`src/design/jutf_pkg.sv`:
```
// Shared types, character codes and helpers for the unicode-escape decoder.
// No dependencies; imported by the front end, the packet queue and the back end.
`default_nettype none

package jutf_pkg;

    // Characters of an escape sequence
    localparam logic [7:0] CHAR_BSLASH = 8'h5C;
    localparam logic [7:0] CHAR_U      = 8'h75;

    // UTF-8 range limits and lead/continuation marks
    localparam logic [15:0] UTF8_LIM1  = 16'h0080;
    localparam logic [15:0] UTF8_LIM2  = 16'h0800;
    localparam logic [7:0]  UTF8_LEAD2 = 8'hC0;
    localparam logic [7:0]  UTF8_LEAD3 = 8'hE0;
    localparam logic [7:0]  UTF8_CONT  = 8'h80;
    localparam logic [7:0]  UTF8_MASK6 = 8'h3F;

    // Bytes per packet and width of the byte count
    localparam int unsigned PKT_BYTES = 6;
    localparam int unsigned CNT_W     = 3;

    // Escape progress: idle, backslash held, 'u' held, one to three digits held
    typedef enum logic [2:0] {
        PH_IDLE = 3'd0,
        PH_BSL  = 3'd1,
        PH_U    = 3'd2,
        PH_D1   = 3'd3,
        PH_D2   = 3'd4,
        PH_D3   = 3'd5
    } phase_t;

    // Output run of one input beat: bytes in order, count and end-of-text mark
    typedef struct packed {
        logic [PKT_BYTES-1:0][7:0] bytes;
        logic [CNT_W-1:0]          cnt;
        logic                      last;
    } pkt_t;

    // Hex digit test: bit 4 flags a valid digit, bits 3:0 carry its value
    function automatic logic [4:0] hex_decode(input logic [7:0] c);
        logic [4:0] r;
        r = 5'd0;
        if (c >= 8'h30 && c <= 8'h39) begin
            r = {1'b1, 4'(c - 8'h30)};
        end else if (c >= 8'h61 && c <= 8'h66) begin
            r = {1'b1, 4'(c - 8'h57)};
        end else if (c >= 8'h41 && c <= 8'h46) begin
            r = {1'b1, 4'(c - 8'h37)};
        end
        return r;
    endfunction

endpackage

`default_nettype wire

```
`src/design/jutf_front.sv`:
```
// Front end: accepts input beats, tracks escape progress and builds one
// output packet per beat. Depends on jutf_pkg.
`default_nettype none

module jutf_front
    import jutf_pkg::*;
(
    input  wire logic       aclk,
    input  wire logic       aresetn,
    input  wire logic       s_valid,
    output logic            s_ready,
    input  wire logic [7:0] s_in_char,
    input  wire logic       s_in_end,
    input  wire logic       q_full,
    output logic            push,
    output pkt_t            push_pkt
);

    phase_t           phase_reg, phase_next;
    logic [7:0]       held_reg [3];
    logic [2:0]       p;
    logic [4:0]       hd;
    logic [7:0]       held_seq [5];
    logic             is_adv, is_enc, accept;
    logic [15:0]      cp;
    logic [4:0]       d0, d1, d2;
    pkt_t             pkt;

    assign s_ready = !q_full;
    assign accept  = s_valid && s_ready;
    assign p       = phase_reg;

    always_comb begin
        hd = hex_decode(s_in_char);
        d0 = hex_decode(held_reg[0]);
        d1 = hex_decode(held_reg[1]);
        d2 = hex_decode(held_reg[2]);
        cp = {d0[3:0], d1[3:0], d2[3:0], hd[3:0]};

        held_seq[0] = CHAR_BSLASH;
        held_seq[1] = CHAR_U;
        held_seq[2] = held_reg[0];
        held_seq[3] = held_reg[1];
        held_seq[4] = held_reg[2];

        is_adv = (phase_reg == PH_IDLE && s_in_char == CHAR_BSLASH)
              || (phase_reg == PH_BSL && s_in_char == CHAR_U)
              || ((phase_reg == PH_U || phase_reg == PH_D1 || phase_reg == PH_D2)
                  && hd[4]);
        is_enc = (phase_reg == PH_D3) && hd[4];

        // Held characters first, then the current byte
        for (int k = 0; k < 5; k++) begin
            pkt.bytes[k] = (3'(k) < p) ? held_seq[k] : s_in_char;
        end
        pkt.bytes[5] = s_in_char;
        pkt.last     = s_in_end;

        if (is_enc) begin
            phase_next = PH_IDLE;
            if (cp < UTF8_LIM1) begin
                pkt.bytes[0] = cp[7:0];
                pkt.cnt      = 3'd1;
            end else if (cp < UTF8_LIM2) begin
                pkt.bytes[0] = UTF8_LEAD2 | {3'd0, cp[10:6]};
                pkt.bytes[1] = UTF8_CONT | ({2'd0, cp[5:0]} & UTF8_MASK6);
                pkt.cnt      = 3'd2;
            end else begin
                pkt.bytes[0] = UTF8_LEAD3 | {4'd0, cp[15:12]};
                pkt.bytes[1] = UTF8_CONT | ({2'd0, cp[11:6]} & UTF8_MASK6);
                pkt.bytes[2] = UTF8_CONT | ({2'd0, cp[5:0]} & UTF8_MASK6);
                pkt.cnt      = 3'd3;
            end
        end else if (is_adv) begin
            // Escape grows; flush it all if the text ends here
            phase_next = s_in_end ? PH_IDLE : phase_t'(p + 3'd1);
            pkt.cnt    = s_in_end ? p + 3'd1 : 3'd0;
        end else begin
            // Broken escape or plain byte: replay held, then the byte afresh
            phase_next = (s_in_char == CHAR_BSLASH && !s_in_end) ? PH_BSL : PH_IDLE;
            pkt.cnt    = p + {2'd0, (s_in_char != CHAR_BSLASH) || s_in_end};
        end
    end

    assign push     = accept && (pkt.cnt != 3'd0);
    assign push_pkt = pkt;

    // Advance escape progress on each accepted beat
    always_ff @(posedge aclk) begin
        if (!aresetn) begin
            phase_reg <= PH_IDLE;
        end else if (accept) begin
            phase_reg <= phase_next;
        end
    end

    // Hold hex digits of the pending escape
    always_ff @(posedge aclk) begin
        if (accept && is_adv && p >= 3'd2) begin
            held_reg[2'(p - 3'd2)] <= s_in_char;
        end
    end

endmodule

`default_nettype wire

```
`src/design/jutf_queue.sv`:
```
// Short packet queue between front and back ends.
// Depends on jutf_pkg for the packet type.
`default_nettype none

module jutf_queue
    import jutf_pkg::*;
#(
    parameter int unsigned DEPTH = 4
) (
    input  wire logic aclk,
    input  wire logic aresetn,
    input  wire logic push,
    input  pkt_t      push_pkt,
    input  wire logic pop,
    output logic      full,
    output logic      not_empty,
    output pkt_t      head_pkt
);

    localparam int unsigned AW = (DEPTH > 1) ? $clog2(DEPTH) : 1;
    localparam int unsigned CW = $clog2(DEPTH + 1);

    pkt_t          mem [DEPTH];
    logic [AW-1:0] wr_ptr_reg, rd_ptr_reg;
    logic [CW-1:0] count_reg;

    assign full      = (count_reg == CW'(DEPTH));
    assign not_empty = (count_reg != '0);
    assign head_pkt  = mem[rd_ptr_reg];

    // Store incoming packets
    always_ff @(posedge aclk) begin
        if (push) begin
            mem[wr_ptr_reg] <= push_pkt;
        end
    end

    // Advance pointers and occupancy
    always_ff @(posedge aclk) begin
        if (!aresetn) begin
            wr_ptr_reg <= '0;
            rd_ptr_reg <= '0;
            count_reg  <= '0;
        end else begin
            if (push) begin
                wr_ptr_reg <= (wr_ptr_reg == AW'(DEPTH - 1)) ? '0 : wr_ptr_reg + 1'b1;
            end
            if (pop) begin
                rd_ptr_reg <= (rd_ptr_reg == AW'(DEPTH - 1)) ? '0 : rd_ptr_reg + 1'b1;
            end
            if (push && !pop) begin
                count_reg <= count_reg + 1'b1;
            end else if (pop && !push) begin
                count_reg <= count_reg - 1'b1;
            end
        end
    end

endmodule

`default_nettype wire

```
`src/design/jutf_back.sv`:
```
// Back end: walks the head packet one byte per beat into the output register.
// Depends on jutf_pkg for the packet type.
`default_nettype none

module jutf_back
    import jutf_pkg::*;
(
    input  wire logic       aclk,
    input  wire logic       aresetn,
    input  wire logic       not_empty,
    input  pkt_t            head_pkt,
    output logic            pop,
    output logic            m_valid,
    input  wire logic       m_ready,
    output logic [7:0]      m_out_byte,
    output logic            m_run_last,
    output logic            m_stream_last
);

    logic [CNT_W-1:0] idx_reg;
    logic             m_valid_reg;
    logic [7:0]       byte_reg;
    logic             run_last_reg, stream_last_reg;
    logic             load, at_end;

    assign load   = not_empty && (!m_valid_reg || m_ready);
    assign at_end = (idx_reg == head_pkt.cnt - 1'b1);
    assign pop    = load && at_end;

    // Step through the packet and drop it after its final byte
    always_ff @(posedge aclk) begin
        if (!aresetn) begin
            idx_reg     <= '0;
            m_valid_reg <= 1'b0;
        end else begin
            if (load) begin
                idx_reg <= at_end ? '0 : idx_reg + 1'b1;
            end
            if (load) begin
                m_valid_reg <= 1'b1;
            end else if (m_ready) begin
                m_valid_reg <= 1'b0;
            end
        end
    end

    // Output payload
    always_ff @(posedge aclk) begin
        if (load) begin
            byte_reg        <= head_pkt.bytes[idx_reg];
            run_last_reg    <= at_end;
            stream_last_reg <= at_end && head_pkt.last;
        end
    end

    assign m_valid       = m_valid_reg;
    assign m_out_byte    = byte_reg;
    assign m_run_last    = run_last_reg;
    assign m_stream_last = stream_last_reg;

endmodule

`default_nettype wire

```
`src/design/json_unicode_escape_to_utf8_unit.sv`:
```
// Top level of the JSON unicode-escape to UTF-8 decoder.
// Instantiates jutf_front, jutf_queue and jutf_back; depends on jutf_pkg.
//
// Input channel (s_valid/s_ready, s_in_char, s_in_end) takes one text byte
// per beat; s_in_end marks the last byte of a text. A backslash, 'u' and
// four hex digits become the 1-3 byte UTF-8 form of the code point; other
// bytes pass through, and a broken escape is replayed unchanged.
// Output channel (m_valid/m_ready) gives one byte per beat; m_run_last flags
// the last byte caused by an input beat, m_stream_last the last of a text.
// With the queue empty, the first byte of a beat's run passes through the packet
// queue into the output register, and m_valid rises as it is loaded there.
// Throughput: one input beat per cycle while the queue is not full, one output
// byte per cycle while m_ready is high, so beats that expand into several bytes
// fill the FIFO_DEPTH-entry packet queue, and s_ready drops while it is full.
// Beats that only extend an escape produce nothing and take no queue slot.
// A stalled receiver holds the output register; the queue then fills and
// stalls the input side. Reset clears escape progress, the queue and m_valid.
`default_nettype none

module json_unicode_escape_to_utf8_unit
    import jutf_pkg::*;
#(
    parameter int unsigned FIFO_DEPTH = 4
) (
    input  wire logic       aclk,
    input  wire logic       aresetn,
    input  wire logic       s_valid,
    output logic            s_ready,
    input  wire logic [7:0] s_in_char,
    input  wire logic       s_in_end,
    output logic            m_valid,
    input  wire logic       m_ready,
    output logic [7:0]      m_out_byte,
    output logic            m_run_last,
    output logic            m_stream_last
);

    logic push, pop, q_full, q_not_empty;
    pkt_t push_pkt, head_pkt;

    jutf_front u_front (
        .aclk      (aclk),
        .aresetn   (aresetn),
        .s_valid   (s_valid),
        .s_ready   (s_ready),
        .s_in_char (s_in_char),
        .s_in_end  (s_in_end),
        .q_full    (q_full),
        .push      (push),
        .push_pkt  (push_pkt)
    );

    jutf_queue #(
        .DEPTH (FIFO_DEPTH)
    ) u_queue (
        .aclk      (aclk),
        .aresetn   (aresetn),
        .push      (push),
        .push_pkt  (push_pkt),
        .pop       (pop),
        .full      (q_full),
        .not_empty (q_not_empty),
        .head_pkt  (head_pkt)
    );

    jutf_back u_back (
        .aclk          (aclk),
        .aresetn       (aresetn),
        .not_empty     (q_not_empty),
        .head_pkt      (head_pkt),
        .pop           (pop),
        .m_valid       (m_valid),
        .m_ready       (m_ready),
        .m_out_byte    (m_out_byte),
        .m_run_last    (m_run_last),
        .m_stream_last (m_stream_last)
    );

    // End of text always closes a run
    a_stream_ends_run: assert property (@(posedge aclk) disable iff (!aresetn)
        m_valid && m_stream_last |-> m_run_last)
        else $error("stream_last without run_last");

    // No packet written into a full queue
    a_no_overflow: assert property (@(posedge aclk) disable iff (!aresetn)
        push |-> (!q_full || pop))
        else $error("packet queue overflow");

    // Only a present packet is consumed
    a_no_underflow: assert property (@(posedge aclk) disable iff (!aresetn)
        pop |-> q_not_empty)
        else $error("packet queue underflow");

    // Output channel empty right after reset
    a_reset_idle: assert property (@(posedge aclk)
        !aresetn |=> !m_valid)
        else $error("output valid after reset");

endmodule

`default_nettype wire
```
`config.mk`:
```
export PLATFORM = sky130hd
export DESIGN_NAME = json_unicode_escape_to_utf8_unit
export DESIGN_NICKNAME = d
export VERILOG_FILES = /design/src/design/jutf_pkg.sv /design/src/design/jutf_front.sv /design/src/design/jutf_queue.sv /design/src/design/jutf_back.sv /design/src/design/json_unicode_escape_to_utf8_unit.sv
export SDC_FILE = /design/constraint.sdc
export NUM_CORES = 1
export LEC_CHECK = 0
export BUFFER_PORTS_ARGS = -buffer_cell sky130_fd_sc_hd__buf_2
export CAP_MARGIN = 30
export CELL_PAD_IN_SITES_DETAIL_PLACEMENT = 0
export CELL_PAD_IN_SITES_GLOBAL_PLACEMENT = 1
export CORE_UTILIZATION = 58
export CTS_BUF_LIST = sky130_fd_sc_hd__clkbuf_8 sky130_fd_sc_hd__clkbuf_16
export CTS_CLUSTER_SIZE = 25
export DETAILED_ROUTE_END_ITERATION = 16
export PLACE_DENSITY_LB_ADDON = 0.1
export SYNTH_ARGS = -nofsm -noshare
export SYNTH_HDL_FRONTEND = slang
export SYNTH_SLANG_ARGS = --single-unit
export TNS_END_PERCENT = 30
```
`constraint.sdc`:
```
create_clock -name aclk -period 7.95 [get_ports aclk]
set_input_delay 0.3975 -clock aclk [delete_from_list [all_inputs] [get_ports aclk]]
set_output_delay 0.3975 -clock aclk [all_outputs]
set_load 0.005 [all_outputs]
```
==> impl_metrics.json, run 1 <==
{
  "status": "complete, no violations",
  "n_antenna_cell": 0,
  "ys_types": 76,
  "ir_worst_vdd_v": 0.000158,
  "sequentialPowerShare": 0.478,
  "drcViolationCount": 0,
  "die_area_sq_um": 20700,
  "switching_share": 0.253,
  "cts_sinks": 258,
  "p_int_mw": 2.73,
  "max_clock_freq_mhz": 234,
  "cts_tree": "done",
  "p_sw_mw": 0.924,
  "antenna_left": 0,
  "die_h_microns": 144,
  "cp_max_fo": 19,
  "synth_seq_area_share": 0.649,
  "rsz0062_at_grt": "false",
  "drtPass1Iterations": 5,
  "whs_path_depth": 4,
  "clk_latency_ns": 0.52,
  "power.density_nw_per_um2": 283,
  "place.gp.congestion": 0.929,
  "cts-resized-gates": 0,
  "yosysWarningCount": 0,
  "syn_area_sq_um": 11700,
  "numCtsBuffers": 26,
  "avgSynthCellArea_sq_um": 16.4,
  "syn-num-nets": 758,
  "async_flop_share": 0,
  "antenna_found_initial": 0,
  "drt-wirelength-per-cell_microns": 24.1,
  "die_x_microns": 144,
  "clockRootBuffer": "clkbuf_16",
  "hold_buffers": 0,
  "track_usage": 0.250,
  "yosysTopAreaCell": "edfxtp_1",
  "fin_setup_tns_ns": 0,
  "post_cts_buffers": 0,
  "dpl.cell_count": 977,
  "p_clk_frac": 0.322,
  "drive_above_1_share": 0.221,
  "vias": 6427,
  "initial_core_util": 0.597,
  "rows": 51,
  "synth_top_area_frac": 0.621,
  "arrival_ns": 4.72,
  "grt_pass1_wl_mm": 37.6,
  "worstHoldPathType": "primary input to flip-flop",
  "grt_max_degree": 53,
  "clock_tree.buffer_depth": 3,
  "ys_ff_latch": 258,
  "via_per_inst": 6.27,
  "critPathLaunchType": "flip-flop",
  "clock_skew_ns": 0.0179,
  "tightest_slew_ns": 0.985,
  "drt-total-wl_mm": 24.7,
  "yosys-top-cells-area": "edfxtp_1 (62%), mux4_2 (12%), ha_1 (3.3%)",
  "clk_pin_slew_ns": 0.06,
  "drt_iter0_drc": 540,
  "comb_power_share": 0.200,
  "power_mw": 3.65,
  "cap_violations": 0,
  "final_net_count": 785,
  "dp_hpwl_mm": 15.5,
  "cp-end-kind": "flip-flop",
  "synth_edf_count": 242,
  "syn_to_final_growth_pct": 10.3,
  "netlist_instances": 713,
  "setup_viol": 0,
  "io_buffer_count": 24,
  "synth_ff_type": "edfxtp_1",
  "path_class": "flip-flop to flip-flop",
  "min_period_over_period": 0.539,
  "h-tree-depth": 1,
  "core_sq_um": 19600,
  "cp.required_ns": 8.38,
  "finalNonFillerCells": 1025,
  "finalHoldViolations": 0,
  "power_leakage_nw": 4.46,
  "hold_ws_ns": 0.175,
  "grt_overflow": 0,
  "grt_pass1_vias": 6339,
  "rr_worst_depth": 12,
  "slew_headroom": 0.340,
  "io_pins": 25,
  "final_max_slew_viol_count": 0,
  "post-route-min-period_ns": 4.28,
  "largest_reg_flops": 208
}
critical path, cell delays in order (launching register included):
cell      delay (ns)
dfxtp_1         0.51
a21oi_1         0.83
nor2b_1         0.29
a21oi_1         0.07
a22oi_2         0.52
mux2_2          0.43
a31oi_4         0.23
ha_1            0.22
inv_1           0.06
fa_1            0.37
xor2_1          0.18
or3_1           0.31
a21boi_0        0.17
per-stage QoR:
stage	worst slack (ns)	instance area (sq um)	util
2_1_floorplan	3.95	11700	-
3_3_place_gp	3.80	12100	0.616
3_5_place_dp	3.62	12100	0.616
4_1_cts	3.68	12900	0.659
5_1_grt	3.35	12900	0.659
6_report	3.67	12900	0.659
Yosys cell counts (all sizes together), types with 4 or more instances:
master  number
nand2       37
and2        13
a22o         4
a22oi        4
nand2b       7
mux2        20
o22ai       10
a31oi        8
nor3         8
a211oi       6
clkbuf      16
mux2i       27
nor2b        6
a21o         5
a21oi       23
mux4        60
ha          31
nor2        27
a21boi       7
o21ai       24
o21bai       5
dfxtp       16
buf         18
edfxtp     242
nand3        4
inv         30
xnor2        6
power by group through the flow:
stage	sequential (mW)	combinational, mW	clock (mW)
after global placement	1.76	0.735	0
after detailed placement	1.78	0.745	0
final	1.75	0.731	1.18
after global routing	1.76	0.800	1.25
after CTS	1.75	0.747	1.19
after floorplan	1.75	0.556	0
path summary, 6_finish.rpt:
| check | slack, ns | start | to |
|---|---|---|---|
| min | 0.18 | m_ready | u_back.m_valid$_SDFFE_PN0P_ |
| max | 3.67 | u_front.p[2]$_SDFFE_PN0P_ | u_queue.count_reg[2]$_SDFFE_PN0P_ |
| min reg2reg | 0.50 | u_back.m_valid$_SDFFE_PN0P_ | u_back.m_valid$_SDFFE_PN0P_ |
| max reg2reg | 3.67 | u_front.p[2]$_SDFFE_PN0P_ | u_queue.count_reg[2]$_SDFFE_PN0P_ |
cells by family (layout without fill, tap and decap cells):
logic type                 count (synthesis)  in the layout  synth area share
xor gates and xnor gates                   9              9           0.00674
AOI/OAI and AO/OA                        112            112            0.0673
adders and majority gates                 32             32            0.0349
and+or+nand+nor                          131            131            0.0610
DFF                                      258            258             0.649
buffers and inverters                     64            111            0.0234
muxes                                    107            107             0.158
routing by layer:
layer  up-vias  routed length, microns  GRT usage
li1       2881                       -          -
met1      3264                   11100      0.370
met2       245                   11600      0.383
met3        37                    1570     0.0407
met4         0                     516     0.0789
met5         -                       0          0
layout make-up:
class	count	area, sq um
Timing Repair Buffer	33	188
Clock inverter	20	145
Tap cell	265	332
Multi-Input combinational cell	391	3840
Inverter	30	113
Fill cell	1368	6690
Sequential cell	258	7590
Clock buffer	28	689
layout by cell type (no fill, tap or decap), types with 6 or more instances in the layout:
| cell | instances |
|---|---|
| nor2_1 | 27 |
| o22ai_1 | 10 |
| nand2_1 | 37 |
| buf_4 | 9 |
| mux2_2 | 15 |
| o21ai_0 | 15 |
| ha_1 | 31 |
| inv_1 | 34 |
| mux2i_1 | 27 |
| dfxtp_1 | 14 |
| and2_1 | 8 |
| a21oi_1 | 22 |
| a31oi_1 | 7 |
| nor2b_1 | 6 |
| nor3_1 | 7 |
| o21ai_1 | 9 |
| mux4_2 | 60 |
| edfxtp_1 | 242 |
| buf_2 | 24 |
| clkinv_2 | 10 |
| clkbuf_16 | 27 |
| nand2b_1 | 6 |
| xnor2_1 | 6 |
No activity file was read; power rests on OpenSTA's default activity.
==> run 2: changes to the inputs <==
--- a/config.mk
+++ b/config.mk
@@ -9,7 +9,7 @@
 export CAP_MARGIN = 30
 export CELL_PAD_IN_SITES_DETAIL_PLACEMENT = 0
 export CELL_PAD_IN_SITES_GLOBAL_PLACEMENT = 1
-export CORE_UTILIZATION = 58
+export CORE_UTILIZATION = 49
 export CTS_BUF_LIST = sky130_fd_sc_hd__clkbuf_8 sky130_fd_sc_hd__clkbuf_16
 export CTS_CLUSTER_SIZE = 25
 export DETAILED_ROUTE_END_ITERATION = 16
==> constraint.sdc (replaced) <==
create_clock -name aclk -period 3.9 [get_ports aclk]
set_input_delay 0.195 -clock aclk [delete_from_list [all_inputs] [get_ports aclk]]
set_output_delay 0.195 -clock aclk [all_outputs]
set_load 0.005 [all_outputs]
==> impl_metrics.json, run 2 (synthesis gave the netlist of run 1 again) <==
{
  "p_sw_mw": 1.99,
  "drcViolationCount": 0,
  "cts_tree": "done",
  "h-tree-depth": 1,
  "grt_pass1_vias": 6341,
  "drtPass1Iterations": 5,
  "comb_power_share": 0.210,
  "path_class": "primary input to flip-flop",
  "cp.required_ns": 4.37,
  "hold_ws_ns": 0.0186,
  "ir_worst_vdd_v": 0.000322,
  "layout_common_cells": "edfxtp_1 (242), mux4_2 (60), nand2_1 (37), inv_1 (36), ha_1 (31)",
  "rsz0062_at_grt": "false",
  "multi_input_area_sq_um": 3840,
  "wl_met1_mm": 12.2,
  "wl_met3_mm": 1.40,
  "fill_cells": 1868,
  "grt_pass1_wl_mm": 39.3,
  "cp_max_fo": 9,
  "drt-wirelength-per-cell_microns": 23.7,
  "n_antenna_cell": 0,
  "clockRootBuffer": "clkbuf_16",
  "rows": 56,
  "via_per_inst": 5.87,
  "worstPathCellList": "dlygate4sd3_1 > buf_2 > inv_2 > ha_1 > nand3b_1 > or3_1 > ha_1 > ha_1 > a211oi_1 > mux2_2 > a31oi_4 > ha_1 > inv_1 > fa_1 > xor2_1 > or3_1 > a21boi_0",
  "clock_tree.buffer_depth": 3,
  "p_int_mw": 5.59,
  "grt_overflow": 0,
  "cts_sinks": 258,
  "grt_max_degree": 53,
  "antenna_found_initial": 1,
  "worstHoldPathType": "primary input to flip-flop",
  "clk_pin_slew_ns": 0.07,
  "final_net_count": 806,
  "arrival_ns": 4.13,
  "vias": 6462,
  "io_buffer_count": 24,
  "drt-total-wl_mm": 26.1,
  "io_pins": 25,
  "p_clk_frac": 0.323,
  "critPathLaunchType": "primary input",
  "antenna_left": 0,
  "cpMaxStageDelayCell": "dlygate4sd3_1",
  "critPathMostFrequentCell": "ha_1",
  "track_usage": 0.222,
  "status": "complete, no violations",
  "place.gp.congestion": 0.910,
  "clk_latency_ns": 0.55,
  "switching_share": 0.262,
  "die_h_microns": 157,
  "power.density_nw_per_um2": 574,
  "clock_skew_ns": 0.0194,
  "max_clock_freq_mhz": 273,
  "syn_to_final_growth_pct": 12.8,
  "power_leakage_nw": 4.56,
  "numCtsBuffers": 27,
  "final_common_cell": "edfxtp_1",
  "largest_reg_flops": 208,
  "sequentialPowerShare": 0.467,
  "min_period_over_period": 0.938,
  "regArea_sq_um": 7590,
  "core_sq_um": 23500,
  "finalHoldViolations": 0,
  "slew_headroom": 0.408,
  "met2WireLength_mm": 11.9,
  "tightest_slew_ns": 0.878,
  "cap_violations": 0,
  "dp_hpwl_mm": 17.1,
  "max_stage_delay_ns": 0.53,
  "drt_iter0_drc": 480,
  "setup_viol": 0,
  "final_max_slew_viol_count": 0,
  "drive_above_1_share": 0.228,
  "die_area_sq_um": 24500,
  "cp-end-kind": "flip-flop",
  "initial_core_util": 0.498,
  "die_x_microns": 157,
  "whs_path_depth": 1,
  "rr_worst_depth": 9,
  "fin_setup_tns_ns": 0,
  "top_layer": "met4",
  "post-route-min-period_ns": 3.66
}
## run 2: metrics by stage
stage	cells	util	setup WS, ns	power [mW]	area (sq um)
6_report	1101	0.562	0.240	7.57	13200
5_1_grt	1101	0.562	0.0203	7.89	13200
4_1_cts	1099	0.561	0.225	7.67	13200
3_5_place_dp	1045	0.524	0.211	5.21	12300
3_3_place_gp	1045	0.524	0.338	5.17	12300
2_1_floorplan	713	-	0.105	4.70	11700
## run 2: final timing paths
| kind | startpoint | end | slack [ns] |
|---|---|---|---|
| min | s_in_char[2] | u_queue.mem[2][46]$_DFFE_PP_ | 0.02 |
| max | s_in_char[0] | u_queue.count_reg[2]$_SDFFE_PN0P_ | 0.24 |
| min reg2reg | u_back.m_valid$_SDFFE_PN0P_ | u_back.m_valid$_SDFFE_PN0P_ | 0.48 |
| max reg2reg | u_front.held_reg[1][0]$_DFFE_PP_ | u_queue.mem[0][22]$_DFFE_PP_ | 0.44 |
## run 2: cell type report
class                   instances  area share
repair buffers                 53      0.0302
multi-input cells             391       0.291
inverters                      30     0.00854
clock inverters                23      0.0129
clock buffers                  27      0.0512
flip-flops and latches        258       0.576
well taps                     319      0.0303
## run 2: per-layer routing
layer / vias to the layer above / global-route usage
met3: 37 / 0.0335
li1: 2916 / -
met2: 190 / 0.338
met4: 0 / 0.0584
met1: 3319 / 0.333
met5: - / 0.00621
## run 2: critical path, delay by kind of cell
family / cells / cell delay [ns]
fa+ha+maj: 5 / 1.25
mux: 1 / 0.32
compound gates: 3 / 0.46
buf+inv: 4 / 0.93
simple gates: 3 / 0.80
xor+xnor: 1 / 0.17
## run 2: timing repair
item                                   in CTS  in global routing
buffers inserted                            0                  2
hold buffers                                4                  0
resized for setup                           0                  1
endpoints found under the hold margin      11                  0
setup endpoints to repair                   0                  1
## run 2: power by group through the flow
stage | sequential, mW | clock (mW) | combinational, mW
after floorplan | 3.57 | 0 | 1.13
after global placement | 3.58 | 0 | 1.60
after detailed placement | 3.60 | 0 | 1.62
after CTS | 3.54 | 2.50 | 1.63
after global routing | 3.57 | 2.60 | 1.72
final | 3.54 | 2.45 | 1.59
